$ cat config.mk
export PLATFORM = sky130hd
export DESIGN_NAME = rpmt_div
export DESIGN_NICKNAME = d
export VERILOG_FILES = /design/src/rtl/core/rpy_pair_mobility_tensor_unit_defines.svh /design/src/rtl/core/rpmt_div.sv
export SDC_FILE = /design/constraint.sdc
export NUM_CORES = 2
export LEC_CHECK = 0
export BUFFER_PORTS_ARGS = -buffer_cell sky130_fd_sc_hd__buf_2
export CAP_MARGIN = 20
export CORE_MARGIN = 3
export CORE_UTILIZATION = 64
export CTS_CLUSTER_DIAMETER = 80
export DETAILED_ROUTE_END_ITERATION = 8
export PLACE_DENSITY = 0.81
export REMOVE_ABC_BUFFERS = 1
export SYNTH_ARGS = -nofsm -noshare
export SYNTH_HDL_FRONTEND = slang
export SYNTH_MEMORY_MAX_BITS = 65536
export SYNTH_SLANG_ARGS = --single-unit
$ cat constraint.sdc
create_clock -name clk -period 4.8 [get_ports clk]
set_input_delay 0.48 -clock clk [delete_from_list [all_inputs] [get_ports clk]]
set_output_delay 0.48 -clock clk [all_outputs]
set_load 0.1 [all_outputs]
$ cat src/rtl/core/rpy_pair_mobility_tensor_unit_defines.svh
// Assertion macros shared by the pair mobility tensor RTL.
// Included by the top level; no other dependencies.
`ifndef RPY_PAIR_MOBILITY_TENSOR_UNIT_DEFINES_SVH
`define RPY_PAIR_MOBILITY_TENSOR_UNIT_DEFINES_SVH

// Same-cycle implication, disabled while reset is asserted.
`define RPMT_ASSERT_IMPL(label, clk, rst_n, ante, cons) \
    label: assert property (@(posedge clk) disable iff (!rst_n) (ante) |-> (cons)) \
        else $error("rpmt: same-cycle check failed");

// Next-cycle implication, disabled while reset is asserted.
`define RPMT_ASSERT_NEXT(label, clk, rst_n, ante, cons) \
    label: assert property (@(posedge clk) disable iff (!rst_n) (ante) |=> (cons)) \
        else $error("rpmt: next-cycle check failed");

`endif

$ cat src/rtl/core/rpmt_div.sv
// Pipelined restoring divider, one quotient bit per stage, with side data.
// Standalone; the stall enable is shared with the rest of the pipeline.
`default_nettype none

module rpmt_div #(
    parameter int DVD_W  = 64,
    parameter int DVS_W  = 32,
    parameter int Q_W    = 33,
    parameter int SIDE_W = 1
) (
    input  wire logic              clk,
    input  wire logic              rst_n,
    input  wire logic              en,
    input  wire logic              in_valid,
    input  wire logic [DVD_W-1:0]  dvd,
    input  wire logic [DVS_W-1:0]  dvs,
    input  wire logic [SIDE_W-1:0] side_in,
    output logic                   out_valid,
    output logic [Q_W-1:0]         quo,
    output logic [DVS_W:0]         rem,
    output logic [SIDE_W-1:0]      side_out
);

    localparam int REM_W = DVS_W + 1;

    logic              vld_reg  [Q_W];
    logic [REM_W-1:0]  rem_reg  [Q_W];
    logic [Q_W-1:0]    low_reg  [Q_W];
    logic [Q_W-1:0]    quo_reg  [Q_W];
    logic [DVS_W-1:0]  dvs_reg  [Q_W];
    logic [SIDE_W-1:0] side_reg [Q_W];

    genvar k;
    generate
        for (k = 0; k < Q_W; k++)
        begin : g_step
            logic              vld_src;
            logic [REM_W-1:0]  rem_src;
            logic [Q_W-1:0]    low_src;
            logic [Q_W-1:0]    quo_src;
            logic [DVS_W-1:0]  dvs_src;
            logic [SIDE_W-1:0] side_src;
            logic [REM_W:0]    trial;
            logic              ge;
            logic [REM_W-1:0]  rem_next;

            if (k == 0)
            begin : g_first
                assign vld_src  = in_valid;
                assign rem_src  = REM_W'(dvd >> Q_W);
                assign low_src  = dvd[Q_W-1:0];
                assign quo_src  = '0;
                assign dvs_src  = dvs;
                assign side_src = side_in;
            end
            else
            begin : g_later
                assign vld_src  = vld_reg[k-1];
                assign rem_src  = rem_reg[k-1];
                assign low_src  = low_reg[k-1];
                assign quo_src  = quo_reg[k-1];
                assign dvs_src  = dvs_reg[k-1];
                assign side_src = side_reg[k-1];
            end

            assign trial    = {rem_src, low_src[Q_W-1]};
            assign ge       = trial >= (REM_W+1)'(dvs_src);
            assign rem_next = ge ? REM_W'(trial - (REM_W+1)'(dvs_src)) : REM_W'(trial);

            always_ff @(posedge clk or negedge rst_n)
            begin
                if (!rst_n)
                begin
                    vld_reg[k] <= 1'b0;
                end
                else if (en)
                begin
                    vld_reg[k] <= vld_src;
                end
            end

            always_ff @(posedge clk)
            begin
                if (en)
                begin
                    rem_reg[k]  <= rem_next;
                    low_reg[k]  <= {low_src[Q_W-2:0], 1'b0};
                    quo_reg[k]  <= {quo_src[Q_W-2:0], ge};
                    dvs_reg[k]  <= dvs_src;
                    side_reg[k] <= side_src;
                end
            end
        end
    endgenerate

    assign out_valid = vld_reg[Q_W-1];
    assign quo       = quo_reg[Q_W-1];
    assign rem       = rem_reg[Q_W-1];
    assign side_out  = side_reg[Q_W-1];

endmodule

`default_nettype wire

==> impl_metrics.tcl <==
set metrics [dict create \
    start_util 0.646 \
    clock_skew_ns 0.0760 \
    worst_skew_pair.late_latency_ns 0.91 \
    critical_path_depth 14 \
    synth_top_family_by_area "compound AO/OA/AOI/OAI gates" \
    clk_pin_slew_ns 0.06 \
    crit_buf_inv 3 \
    pre_cts_slack_ns 0.481 \
    die_area_sq_um 267000 \
    syn_area_per_cell_sq_um 12.0 \
    yosys.area_share.simple 0.0824 \
    synthMuxAreaShare 0.0257 \
    internal_power_uw 79300 \
    rows 186 \
    pwr-share-seq 0.366 \
    largest_register_ffs 1089 \
    yosysMostFrequentCell "edfxtp_1" \
    rr_worst_depth 14 \
    p_comb_frac 0.428 \
    yosys.area.top_type "edfxtp_1" \
    gr-total-overflow 0 \
    yosysWarningCount 0 \
    fill_cells 17300 \
    synth_top_area_frac 0.582 \
    antenna_left 0 \
    gr-usage-all-layers 0.277 \
    gp_congestion 0.943 \
    crit_required_ns 5.44 \
    root_buffer "clkbuf_16" \
    place_hpwl_mm 270 \
    synthTopCellsByArea "edfxtp_1 (58%), ha_1 (7.9%), a21oi_1 (3.8%)" \
    power.density_nw_per_um2 686 \
    h-tree-depth 5 \
    min_delay_path_depth 3 \
    cp_common_cell "a21oi_1" \
    ys_seq_elements 3268 \
    period_share 0.920 \
    grt_pass1_wl_mm 581 \
    slew_violations 0 \
    cts_tree "yes" \
    cts_made_buffers 337 \
    area.sequential_sq_um 98000 \
    routed_via_density 6.06 \
    cts_sinks 3268 \
    routed_wl_mm 375 \
    clk_path_buf_depth 4 \
    min_path_type "input port to flip-flop" \
    cts_repair_resize_count 0 \
    ir_drop_mv 0.707 \
    synth_area_sq_um 167000 \
    syn_to_final_growth_pct 10.5 \
    grt_pass1_vias 105000 \
    die_h_um 517 \
    crit_type "flip-flop to flip-flop" \
    post_cts_buffers 0 \
    first_pass_iters 8 \
    hold_violations 0 \
    status "complete, no violations" \
    max_slew_margin 0.258 \
    drt_iter0_drc 10700 \
    syn_inst 13900 \
    fin_util 0.714 \
    synth-compound-area-share 0.136 \
    synth_ff_type "edfxtp_1" \
    finalCriticalPeriod_ns 4.42 \
    setup_ws_ns 0.385 \
    dp_cells 17300 \
    path_cells "inv_1, ha_1, inv_1, fa_1, a21oi_1, o21ai_0, a21oi_1, o211ai_1, a31oi_1, a21oi_1, a2111oi_0, o21a_1, inv_2, mux2_2" \
    power_switching_uw 47100 \
    cp_max_fo 33 \
    synthAdderAreaFrac 0.0832 \
    detail_route.wl_per_cell_um 20.8 \
    arrival_ns 5.06 \
    multiInputGateArea_sq_um 62700 \
    tightest_slew_ns 1.11 \
    yosys-top-cells-count "edfxtp_1 (3235), inv_1 (1335), a21oi_1 (1258)" \
    stdcell_count 18000 \
    crit_family "compound AO/OA/AOI/OAI gates" \
    die_x_um 517 \
    vias 109000 \
    antenna_found_initial 11 \
    end_kind "flip-flop" \
    cap_viol_max_count 0 \
    drc_errors 0 \
    grt_max_degree 144 \
    hold_buffers 93 \
    p_total_uw 126000 \
    critPathLaunchType "flip-flop" \
    ioPinCount 169 \
    grt_setup_unrepaired "false" \
    synth-edff-count 3235 \
    core_sq_um 258000 \
    max_freq_ghz 0.226 \
    fin_tns_setup_ns 0 \
    synth_xor_xnor_area_share 0.0476 \
    synth-async-reset-ratio 0.0101 \
    clkPwrFrac 0.206 \
    cpPeakStageDelay_ns 0.47 \
    port-buffer-count 168 \
    crit_path_top_delay_cell "a21oi_1" \
    p_leak_uw 0.0739 \
    swShare 0.373 \
    setup_viol 0 \
    finalNetCount 15500 \
    yosysSeqAreaShare 0.587 \
    synthDistinctLibCells 101 \
    drive_gt1_frac 0.0869 \
]
==> power by group through the flow <==
stage / Combinational [uW] / Sequential (uW) / Clock (uW)
2_1_floorplan: 40000 / 45100 / 0
3_3_place_gp: 51500 / 46700 / 0
3_5_place_dp: 52600 / 46700 / 0
4_1_cts: 53300 / 46300 / 26500
5_1_grt: 59700 / 46700 / 27600
6_report: 54100 / 46300 / 26000
==> cells in the final DEF, fill, tap and decap left out, types with 35 or more instances in the layout <==
cell           Yosys  layout
edfxtp_1        3235    3235
inv_1           1335    1335
a21oi_1         1258    1255
ha_1            1056    1056
nand2_1          895     895
nor2_1           879     872
o21ai_0          839     839
a21o_1           549     549
xnor2_1          540     540
xor2_1           366     366
mux2_2           357     357
clkbuf_16          0     342
nand3_1          218     218
buf_2             51     167
nand4_1          159     159
nor2b_1          159     159
nor3_1           159     159
o21bai_1         143     143
nand2b_1         132     132
o21a_1           128     128
a31oi_1          118     118
buf_4              5     111
and3_1           109     108
dlygate4sd3_1      0      93
a211oi_1          76      76
o31ai_1           74      74
clkinv_1           2      63
o211ai_1          60      60
clkbuf_1         249      53
and2_1            50      50
clkinv_2           0      49
or3_1             48      47
buf_12             0      41
bufinv_16          0      36
nor4_1            35      35
or2_2             35      35
==> tightest hold or removal path: cells and delay by family <==
| family | cells | cell delay, ns |
|---|---|---|
| AND/OR/NAND/NOR | 1 | 0.09 |
| buffers and inverters | 1 | 0.11 |
| AO/OA/AOI/OAI | 1 | 0.07 |
==> stage by stage <==
stage               area (sq um)  hold slack [ns]
floorplan                 166000            0.184
global placement          172000            0.400
detailed placement        172000            0.405
CTS                       184000         0.000632
global route              184000           0.0341
finish                    184000           0.0638
==> logic make-up (layout without fill, tap and decap cells) <==
kind of cell,Yosys count,after routing
buffers and inverters,1659,2354
AND/OR/NAND/NOR,2956,2956
AO/OA/AOI/OAI,3658,3658
multiplexers,384,384
flip-flops,3268,3268
adder cells (fa/ha/maj),1089,1089
other,0,6
XOR/XNOR,906,906
==> cell type report <==
cell class	instances	area share
flip-flops and latches	3268	0.532
multi-input cells	8993	0.340
clock buffers	395	0.0475
inverters	1341	0.0273
well taps	3384	0.0230
repair buffers	412	0.0186
clock inverters	206	0.0119
diodes	6	0.0000815
==> worst paths after layout <==
path	from	to	slack [ns]
hold reg to reg	quo_reg[0][402]	quo_reg[0][436]	0.35
hold / removal	dvd[42]	rem_reg[0][10]	0.06
setup / recovery	low_reg[0][543]	rem_reg[1][49]	0.38
min in group asynchronous	rst_n	g_step[19].vld_src	0.19
setup reg to reg	low_reg[0][543]	rem_reg[1][49]	0.38
max in group asynchronous	rst_n	g_step[15].vld_src	4.09
==> per-layer routing <==
metal	part of all wire	track usage	up-vias	wire, um
met5	0.000072	0	-	27
met4	0.044	0.107	4	16400
met3	0.057	0.0300	927	21400
met2	0.50	0.477	3845	186000
met1	0.40	0.361	52200	152000
li1	-	-	52100	-
Power figures use the tool's default switching activity.
